===== config.mk =====
export PLATFORM = sky130hd
export DESIGN_NAME = dual_hysteresis_encoder_counter_unit
export DESIGN_NICKNAME = d
export VERILOG_FILES = /design/src/hdl/dhec_pkg.sv /design/src/hdl/dhec_cfg_regs.sv /design/src/hdl/dhec_channel.sv /design/src/hdl/dual_hysteresis_encoder_counter_unit.sv
export SDC_FILE = /design/constraint.sdc
export NUM_CORES = 1
export LEC_CHECK = 0
export ABC_AREA = 1
export BUFFER_PORTS_ARGS = -buffer_cell sky130_fd_sc_hd__buf_4
export CAP_MARGIN = 20
export CORE_MARGIN = 5
export CORE_UTILIZATION = 62
export DETAILED_ROUTE_END_ITERATION = 8
export GPL_ROUTABILITY_DRIVEN = 0
export GPL_TIMING_DRIVEN = 0
export PLACE_DENSITY = 0.82
export SLEW_MARGIN = 10
export SYNTH_ARGS = -nofsm -noshare
export SYNTH_HDL_FRONTEND = slang
export SYNTH_SLANG_ARGS = --single-unit

===== constraint.sdc =====
create_clock -name clk -period 3.8 [get_ports clk]
set_clock_uncertainty 0.05 [all_clocks]
set_input_delay 0 -clock clk [delete_from_list [all_inputs] [get_ports clk]]
set_output_delay 0 -clock clk [all_outputs]
set_load 0.05 [all_outputs]

===== src/hdl/dhec_pkg.sv =====
// Shared widths, reset values, codes and types of the dual hysteresis encoder counter.
package dhec_pkg;

  localparam int SampleWidth   = 10;
  localparam int CountWidth    = 32;
  localparam int CfgIndexWidth = 3;

  localparam logic [SampleWidth-1:0] LeftHighReset  = SampleWidth'(64);
  localparam logic [SampleWidth-1:0] LeftLowReset   = SampleWidth'(50);
  localparam logic [SampleWidth-1:0] RightHighReset = SampleWidth'(62);
  localparam logic [SampleWidth-1:0] RightLowReset  = SampleWidth'(48);

  localparam logic [CfgIndexWidth-1:0] RegLeftHigh  = CfgIndexWidth'(0);
  localparam logic [CfgIndexWidth-1:0] RegLeftLow   = CfgIndexWidth'(1);
  localparam logic [CfgIndexWidth-1:0] RegRightHigh = CfgIndexWidth'(2);
  localparam logic [CfgIndexWidth-1:0] RegRightLow  = CfgIndexWidth'(3);

  localparam logic OpCount = 1'b0;
  localparam logic OpReset = 1'b1;

  typedef struct packed {
    logic [SampleWidth-1:0] high;
    logic [SampleWidth-1:0] low;
  } thresh_t;

endpackage


===== src/hdl/dhec_cfg_regs.sv =====
// Threshold register file written through the configuration request channel.
module dhec_cfg_regs (
  input  logic                                clk,
  input  logic                                rst,
  input  logic                                cfg_valid,
  input  logic [dhec_pkg::CfgIndexWidth-1:0]  cfg_index,
  input  logic [dhec_pkg::SampleWidth-1:0]    cfg_data,
  output dhec_pkg::thresh_t                   left_thresh,
  output dhec_pkg::thresh_t                   right_thresh
);

  always_ff @(posedge clk) begin
    if (rst) begin
      left_thresh.high  <= dhec_pkg::LeftHighReset;
      left_thresh.low   <= dhec_pkg::LeftLowReset;
      right_thresh.high <= dhec_pkg::RightHighReset;
      right_thresh.low  <= dhec_pkg::RightLowReset;
    end else if (cfg_valid) begin
      unique case (cfg_index)
        dhec_pkg::RegLeftHigh:  left_thresh.high  <= cfg_data;
        dhec_pkg::RegLeftLow:   left_thresh.low   <= cfg_data;
        dhec_pkg::RegRightHigh: right_thresh.high <= cfg_data;
        dhec_pkg::RegRightLow:  right_thresh.low  <= cfg_data;
        default: ;
      endcase
    end
  end

endmodule


===== src/hdl/dhec_channel.sv =====
// One wheel channel: hysteresis level flag and wrapping transition count.
module dhec_channel (
  input  logic                                clk,
  input  logic                                rst,
  input  logic                                advance,
  input  logic                                op,
  input  logic [dhec_pkg::SampleWidth-1:0]    sample,
  input  logic                                forward,
  input  dhec_pkg::thresh_t                   thresh,
  output logic [dhec_pkg::CountWidth-1:0]     count_next,
  output logic                                tick_next
);

  logic                               level_low;
  logic                               level_low_next;
  logic [dhec_pkg::CountWidth-1:0]    total;
  logic [dhec_pkg::SampleWidth:0]     mid;
  logic                               above_mid;
  logic                               change;

  always_comb begin
    mid       = ({1'b0, thresh.high} + {1'b0, thresh.low}) >> 1;
    above_mid = {1'b0, sample} > mid;
    change    = level_low ? (sample > thresh.high) : (sample < thresh.low);
    if (op == dhec_pkg::OpReset) begin
      level_low_next = !above_mid;
      count_next     = '0;
      tick_next      = 1'b0;
    end else begin
      level_low_next = change ? !level_low : level_low;
      tick_next      = change;
      if (!change) begin
        count_next = total;
      end else if (forward) begin
        count_next = total + dhec_pkg::CountWidth'(1);
      end else begin
        count_next = total - dhec_pkg::CountWidth'(1);
      end
    end
  end

  always_ff @(posedge clk) begin
    if (rst) begin
      level_low <= 1'b0;
      total     <= '0;
    end else if (advance) begin
      level_low <= level_low_next;
      total     <= count_next;
    end
  end

endmodule


===== src/hdl/dual_hysteresis_encoder_counter_unit.sv =====
// Top level of the dual hysteresis wheel encoder counter.
// A request passes the input register, then the result register; while out_ready holds
// a result back, the next request waits in the input register.
// Throughput: one request per cycle; the single compare-and-increment pass sets it.
// A stalled result register stalls the input register, which then holds in_ready low.
// Synchronous reset empties both stages, clears levels and counts, restores thresholds.
module dual_hysteresis_encoder_counter_unit (
  input  logic                                clk,
  input  logic                                rst,
  input  logic                                in_valid,
  output logic                                in_ready,
  input  logic                                op,
  input  logic [dhec_pkg::SampleWidth-1:0]    left_sample,
  input  logic [dhec_pkg::SampleWidth-1:0]    right_sample,
  input  logic                                left_forward,
  input  logic                                right_forward,
  output logic                                out_valid,
  input  logic                                out_ready,
  output logic signed [dhec_pkg::CountWidth-1:0] left_count,
  output logic signed [dhec_pkg::CountWidth-1:0] right_count,
  output logic                                left_tick,
  output logic                                right_tick,
  input  logic                                cfg_valid,
  output logic                                cfg_ready,
  input  logic [dhec_pkg::CfgIndexWidth-1:0]  cfg_index,
  input  logic [dhec_pkg::SampleWidth-1:0]    cfg_data
);

  dhec_pkg::thresh_t                  left_thresh;
  dhec_pkg::thresh_t                  right_thresh;

  logic                               s1_valid;
  logic                               s1_op;
  logic [dhec_pkg::SampleWidth-1:0]   s1_left_sample;
  logic [dhec_pkg::SampleWidth-1:0]   s1_right_sample;
  logic                               s1_left_forward;
  logic                               s1_right_forward;

  logic                               advance;
  logic [dhec_pkg::CountWidth-1:0]    left_count_next;
  logic [dhec_pkg::CountWidth-1:0]    right_count_next;
  logic                               left_tick_next;
  logic                               right_tick_next;

  assign cfg_ready = 1'b1;
  assign advance   = s1_valid && (!out_valid || out_ready);
  assign in_ready  = !s1_valid || advance;

  dhec_cfg_regs u_cfg (
    .clk          (clk),
    .rst          (rst),
    .cfg_valid    (cfg_valid),
    .cfg_index    (cfg_index),
    .cfg_data     (cfg_data),
    .left_thresh  (left_thresh),
    .right_thresh (right_thresh)
  );

  always_ff @(posedge clk) begin
    if (rst) begin
      s1_valid <= 1'b0;
    end else if (in_ready) begin
      s1_valid <= in_valid;
    end
  end

  always_ff @(posedge clk) begin
    if (in_valid && in_ready) begin
      s1_op            <= op;
      s1_left_sample   <= left_sample;
      s1_right_sample  <= right_sample;
      s1_left_forward  <= left_forward;
      s1_right_forward <= right_forward;
    end
  end

  dhec_channel u_left (
    .clk        (clk),
    .rst        (rst),
    .advance    (advance),
    .op         (s1_op),
    .sample     (s1_left_sample),
    .forward    (s1_left_forward),
    .thresh     (left_thresh),
    .count_next (left_count_next),
    .tick_next  (left_tick_next)
  );

  dhec_channel u_right (
    .clk        (clk),
    .rst        (rst),
    .advance    (advance),
    .op         (s1_op),
    .sample     (s1_right_sample),
    .forward    (s1_right_forward),
    .thresh     (right_thresh),
    .count_next (right_count_next),
    .tick_next  (right_tick_next)
  );

  always_ff @(posedge clk) begin
    if (rst) begin
      out_valid <= 1'b0;
    end else if (advance) begin
      out_valid <= 1'b1;
    end else if (out_ready) begin
      out_valid <= 1'b0;
    end
  end

  always_ff @(posedge clk) begin
    if (advance) begin
      left_count  <= left_count_next;
      right_count <= right_count_next;
      left_tick   <= left_tick_next;
      right_tick  <= right_tick_next;
    end
  end

endmodule


# Word level (Yosys, flattened, before mapping)
# Cells that the tools add are included.
[word_totals] regBits=197 latchBits=0 mem_bits_rw=0 romBits=0 input_bits=41 out_inout_bits=69 wordCells=68 memories=0
[op_classes] n_addsub=6 mul=0 div=0 n_lt_le_gt_ge=6 eq_ne=3 shift=0 muxes=14 bitwise=0 reduce_logical=20
[ops] cell="32-bit 2-to-1 mux" n=6
[ops] cell="32-bit by 1-bit adder with 32-bit output (second input constant)" n=2
[ops] cell="32-bit by 1-bit subtractor with 32-bit output (second input constant)" n=2
[ops] cell="10-bit > comparator" n=4
[ops] cell="10-bit by 10-bit adder with 11-bit output" n=2
[ops] cell="10-bit < comparator" n=2
[ops] cell="2-bit AND reduction" n=6
[ops] cell="1-bit 2-to-1 mux" n=8
[ops] cell="3-bit by 2-bit equality test with 1-bit output (second input constant)" n=2
[ops] cell="1-bit logical NOT" n=6
[ops] cell="2-bit nonzero test" n=3
[ops] cell="3-bit by 1-bit equality test with 1-bit output (second input constant)" n=1
[ops] cell="3-bit logical NOT" n=1
[ops] cell="1-bit logical AND" n=2
[ops] cell="1-bit logical OR" n=2

# Longest topological paths before layout
[depth] depth_word=5 depth_mapped=19 mapped_depth_nobuf=19

# By module
# Synthesis repeated with hierarchy kept, for this count alone.
[unflattened] cells_unflattened=2079 area_unflattened_um2=14516.4
[by_module_without_submodules] module="dhec_channel (u_right)" instances=1 cells_per_inst=872 area_each_um2=5062.4 seq_area_each_um2=660.6
[by_module_without_submodules] module="dhec_channel (u_left)" instances=1 cells_per_inst=874 area_each_um2=5047.3 seq_area_each_um2=660.6
[by_module_without_submodules] module="dual_hysteresis_encoder_counter_unit" instances=1 cells_per_inst=103 area_each_um2=2775.2 seq_area_each_um2=2712.6
[by_module_without_submodules] module="dhec_cfg_regs" instances=1 cells_per_inst=230 area_each_um2=1631.6 seq_area_each_um2=800.8

# Worst setup path after synthesis
# No wires, ideal clock.
[synth_path] path_type="register to register" from="register out_valid" to="register left_count[0] in the netlist's numbering (enable)" setup_time_ns=0.456 arrival_time_ns=2.877 t_required_ns=3.294 setup_slack_ns=0.417 stages_incl_launch_ff=3 path_buffers=1 period_less_slack_ns=3.383 cell_sequence="dfxtp_1 > a21oi_1 > clkbuf_1"
[synth_via] elab_chain_len=3
[synth_lines] item="from (decl)" line_no="dual_hysteresis_encoder_counter_unit.sv:17" text="output logic out_valid,"
[synth_lines] item="from (signal assigned)" line_no="dual_hysteresis_encoder_counter_unit.sv:103" text="out_valid <= 1'b0;"
[synth_lines] item="from (signal assigned)" line_no="dual_hysteresis_encoder_counter_unit.sv:105" text="out_valid <= 1'b1;"
[synth_lines] item="from (signal assigned)" line_no="dual_hysteresis_encoder_counter_unit.sv:107" text="out_valid <= 1'b0;"
[synth_lines] item="1-bit logical NOT" line_no="dual_hysteresis_encoder_counter_unit.sv:46" text="assign advance = s1_valid && (!out_valid || out_ready);"
[synth_lines] item="1-bit logical OR" line_no="dual_hysteresis_encoder_counter_unit.sv:46"
[synth_lines] item="1-bit logical AND" line_no="dual_hysteresis_encoder_counter_unit.sv:46"
[synth_lines] item="via advance" line_no="dual_hysteresis_encoder_counter_unit.sv:39" text="logic advance;"
[synth_lines] item="to (signal assigned)" line_no="dual_hysteresis_encoder_counter_unit.sv:113" text="left_count <= left_count_next;"
[synth_lines] item="to (decl)" line_no="dual_hysteresis_encoder_counter_unit.sv:19" text="output logic signed [dhec_pkg::CountWidth-1:0] left_count,"
# The timed path passes the listed nets, and every way through them passes these cells.
# A chain may end at the register's enable or synchronous reset.

# Worst setup path after layout
[layout_path] from="register, netlist name u_cfg.left_thresh[10]" to="register u_left.level_low"
[layout_via] elab_chain_len=4 elab_cells_between_ends=8 classes_between="add/sub (1); order compare (2); mux (2); reduce/logical (3)"
[layout_lines] item="10-bit by 10-bit adder with 11-bit output or 10-bit > comparator (tied branches)" line_no="dhec_channel.sv:22, dhec_channel.sv:24"
[layout_lines] item="10-bit > comparator or 1-bit 2-to-1 mux (tied branches)" line_no="dhec_channel.sv:23, dhec_channel.sv:24"
[layout_lines] item="1-bit logical NOT or 2-bit nonzero test (tied branches)"
[layout_lines] item="1-bit 2-to-1 mux or 2-bit AND reduction (tied branches)"
[layout_lines] item="to (signal assigned)" line_no="dhec_channel.sv:47" text="level_low <= level_low_next;"
[layout_lines] item="to (decl)" line_no="dhec_channel.sv:14" text="logic level_low;"
# Several ways; a longest one is shown, not always the timed one.

==> metrics.md <==
| Metric | Value |
|---|---|
| Status | `complete, no violations` |
| Vias in the first global route | `13180` |
| Clk slew on worst S/H paths | `about 0.08 ns` |
| Antenna viol nets, final | `0` |
| Fmax | `305.7 MHz` |
| Critical Path Sink Type | `register` |
| Number of DRC markers in iteration 0 | `between 1000 and 1500` |
| Initial antenna violation count | `0` |
| Ys async rst share | `0%` |
| Period Utilization, post-route | `between 80% and 90%` |
| RSZ-0062 raised after global routing | `false` |
| CTS tree | `built` |
| Routed vias/inst | `between 5 and 6` |
| Synth unique cells | `36` |
| Fillcell total | `1764` |
| Skew-Pair Late Insertion Delay | `approximately 0.45 ns` |
| Root Driver | `clkbuf_16` |
| Cells after DPL | `between 2000 and 2500` |
| Flop-to-flop setup slack | `~0.53 ns` |
| Maximum VDD drop | `roughly 0.00028 V` |
| Post-synthesis cell count | `1985` |
| Clk sink count | `a little under 200` |
| Critical path data required time | `slightly above 4 ns` |
| Arrival time worst endpoint | `3.56 ns` |
| Rows | `55` |
| CP startpoint kind | `register` |
| Worst relative slew slack | `between 30% and 40%` |
| Mapped Area | `~14000 um^2` |
| Die Area | `roughly 26000 um^2` |
| Initial core utilization | `between 60% and 70%` |
| Clock buffer depth | `2` |
| Mean Syn Cell Area | `between 7 and 8 um^2` |
| Final setup violation count | `0` |
| EDFF count, synth | `89` |
| I/O pin count | `110` |
| Top-count cell post-synth | `nand2_1` |
| H-tree depth | `4` |
| Most frequent cells after synthesis | `635 x nand2_1, 323 x inv_1, 165 x a21oi_1, 136 x ha_1, 133 x nand3_1` |
| HP Class | `in2reg` |
| WHS | `about 0.073 ns` |
| Total CTS buffers | `17` |
| WL per Instance | `15.32 um` |
| 1st-pass router iterations | `6` |
| Hpwl dp | `about 28000 um` |
| R2R depth | `19` |
| Max Cap Violations | `0` |
| Post-layout util | `72.75%` |
| Largest net degree at the start of global routing | `48` |
| Cell taking the most area after synthesis | `edfxtp_1` |
| Top area cells in the synthesized netlist | `edfxtp_1 19%, nand2_1 17%, dfxtp_1 15%, ha_1 12%, inv_1 8.6%` |
| Yosys warning count | `0` |
| Synth Flop Type | `dfxtp_1` |
| Flops & latches, synth | `just under 200` |
| Post-Layout Cell Count | `approximately 2500` |
| Drt drc | `0` |
| Via Count | `~14000` |
| Die W | `approximately 160 um` |
| PortBufs | `between 100 and 150` |
| Resized cells post-CTS | `0` |
| Core area | `roughly 23000 um^2` |
| Tot GR Track Use | `between 20% and 30%` |
| Power density cells | `between 300 and 400 nW/um^2` |
| Gr ovfl total | `0` |
| Wirelength, routed | `around 38000 um` |
| Synthesis-to-layout area growth | `16.20%` |
| Layout cell share with drive strength beyond 1 | `under 10%` |
| Post-synth top area share | `18.91%` |
| Pins over their slew limit | `0` |
| Reg2reg end | `u_left.level_low$_SDFFE_PP0P_` |
| Reg2Reg Launch Point | `u_cfg.left_thresh[10]$_SDFFE_PP0P_` |
| Critical Path End | `u_left.level_low$_SDFFE_PP0P_` |
| Tmin final | `approximately 3.3 ns` |
| Actual slew at the worst max-slew pin | `around 1.0 ns` |
| Crit Path Max Fanout | `3` |
| Worst setup path class | `reg2reg` |
| Fin. Hold Viols | `0` |
| Die height | `approximately 160 um` |
| First-pass GRT wire length | `approximately 60000 um` |
| Tot Pwr | `roughly 5.4 mW` |
| Worst Setup SP | `u_cfg.left_thresh[10]$_SDFFE_PP0P_` |
| Seq/Total Area, Yosys | `between 30% and 40%` |
| Ant diodes | `0` |
| Post-Syn Nets | `about 2200` |
| Lkg Pwr | `between 8 and 9 nW` |
| Final nets | `approximately 2300` |
cells in the final DEF (no fill, tap or decap), types with 4 or more instances in the layout:
cell,netlist,final
o21a_1,5,5
dlygate4sd3_1,0,45
nand3_1,133,133
a21oi_1,165,165
clkbuf_16,0,18
fa_1,4,4
ha_1,136,136
buf_2,14,14
edfxtp_1,89,89
buf_6,9,9
buf_4,8,116
a21o_1,5,5
nand2_2,4,4
inv_6,0,4
nor3_2,4,4
dfxtp_1,108,108
nor2_1,109,109
nand2_1,635,635
xor2_1,38,38
nand4_1,10,10
inv_1,323,323
xnor2_1,9,9
clkbuf_1,16,16
a22o_1,59,59
o21ai_0,43,43
nor3_1,21,21
o21bai_1,7,7
o211ai_1,16,16
inv_4,0,4
stage by stage:
step	area, um^2	setup TNS, ns	setup slack [ns]
after CTS	16420	0	0.6184
after global routing	16420	0	0.2484
final	16420	0	0.5292
after detailed placement	15380	0	0.6681
after floorplan	14130	0	0.4172
after global placement	15300	-34.73	-0.4725
flip-flops by register name, summed over array words and instances (netlist names), 10 cells and up:
| register | flops |
|---|---|
| left_count | 32 |
| right_count | 32 |
| u_left.total | 32 |
| u_right.total | 32 |
| u_cfg.left_thresh | 20 |
| u_cfg.right_thresh | 20 |
| s1_left_sample | 10 |
| s1_right_sample | 10 |
power breakdown:
part / total, mW / switching [mW] / internal, mW
combinational: 1.20 / 0.782 / 0.419
clock: 1.83 / 0.916 / 0.914
sequential: 2.37 / 0.0568 / 2.32
per-layer routing:
metal  vias up  wire length (um)  global-route usage (%)
met4         0              1538                   12.76
met5         -                 0                       0
met1      6282             15630                   35.78
met2       559             17970                   49.62
li1       6791                 -                       -
met3       120              2506                   3.751
final cells by class:
class	count	area (um^2)	share of cell area [%]
multi-input combinational	1416	7785	47.41
sequential	197	4835	29.44
timing repair buffer	156	1344	8.184
inverter	325	1220	7.429
clock buffer	19	454.2	2.766
tap	285	356.6	2.172
buffer	47	295.3	1.798
clock inverter	13	131.4	0.8001
repair_timing:
| item | CTS | global route |
|---|---|---|
| hold endpoints to repair | 65 | 0 |
| hold buffers | 45 | 0 |
| setup buffers | 0 | 0 |
cells by family (layout without fill, tap and decap cells):
family                   after synthesis  after routing  synth area share (%)
AND/OR/NAND/NOR                      924            924                 26.50
flip-flops                           197            197                 34.21
XOR/XNOR                              47             47                 2.913
other                                  1              1               0.02654
buffers and inverters                372            560                 10.70
AO/OA/AOI/OAI                        304            304                 13.04
adder cells (fa/ha/maj)              140            140                 12.61
worst min path at each step:
stage                                               to             from  cells past startpoint
floorplan                    s1_left_forward$_DFFE_PP_     left_forward                      0
global placement          s1_right_sample[6]$_DFFE_PP_  right_sample[6]                      1
detailed placement         s1_left_sample[9]$_DFFE_PP_   left_sample[9]                      1
CTS                 u_cfg.right_thresh[4]$_SDFFE_PP1P_     cfg_index[2]                      6
global route        u_cfg.right_thresh[5]$_SDFFE_PP1P_     cfg_index[2]                      6
finish              u_cfg.right_thresh[4]$_SDFFE_PP1P_     cfg_index[2]                      6
worst max-delay path: stages (launching register included):
cell and delay [ns]:
dfxtp_1 0.38, nand2_1 0.10, inv_1 0.13, fa_1 0.25, a21oi_1 0.09, o21ai_0 0.35
nand2_1 0.09, o211ai_1 0.16, a21o_1 0.16, a21oi_1 0.06, ha_1 0.32, nand4_1 0.13
nor3_1 0.31, nand2_1 0.09, nor2_1 0.13, nor2_1 0.08, o21ai_0 0.14, nand2_1 0.06
nand2_1 0.05, nor2_1 0.04
Note: power is estimated with default switching activity, not from simulation.
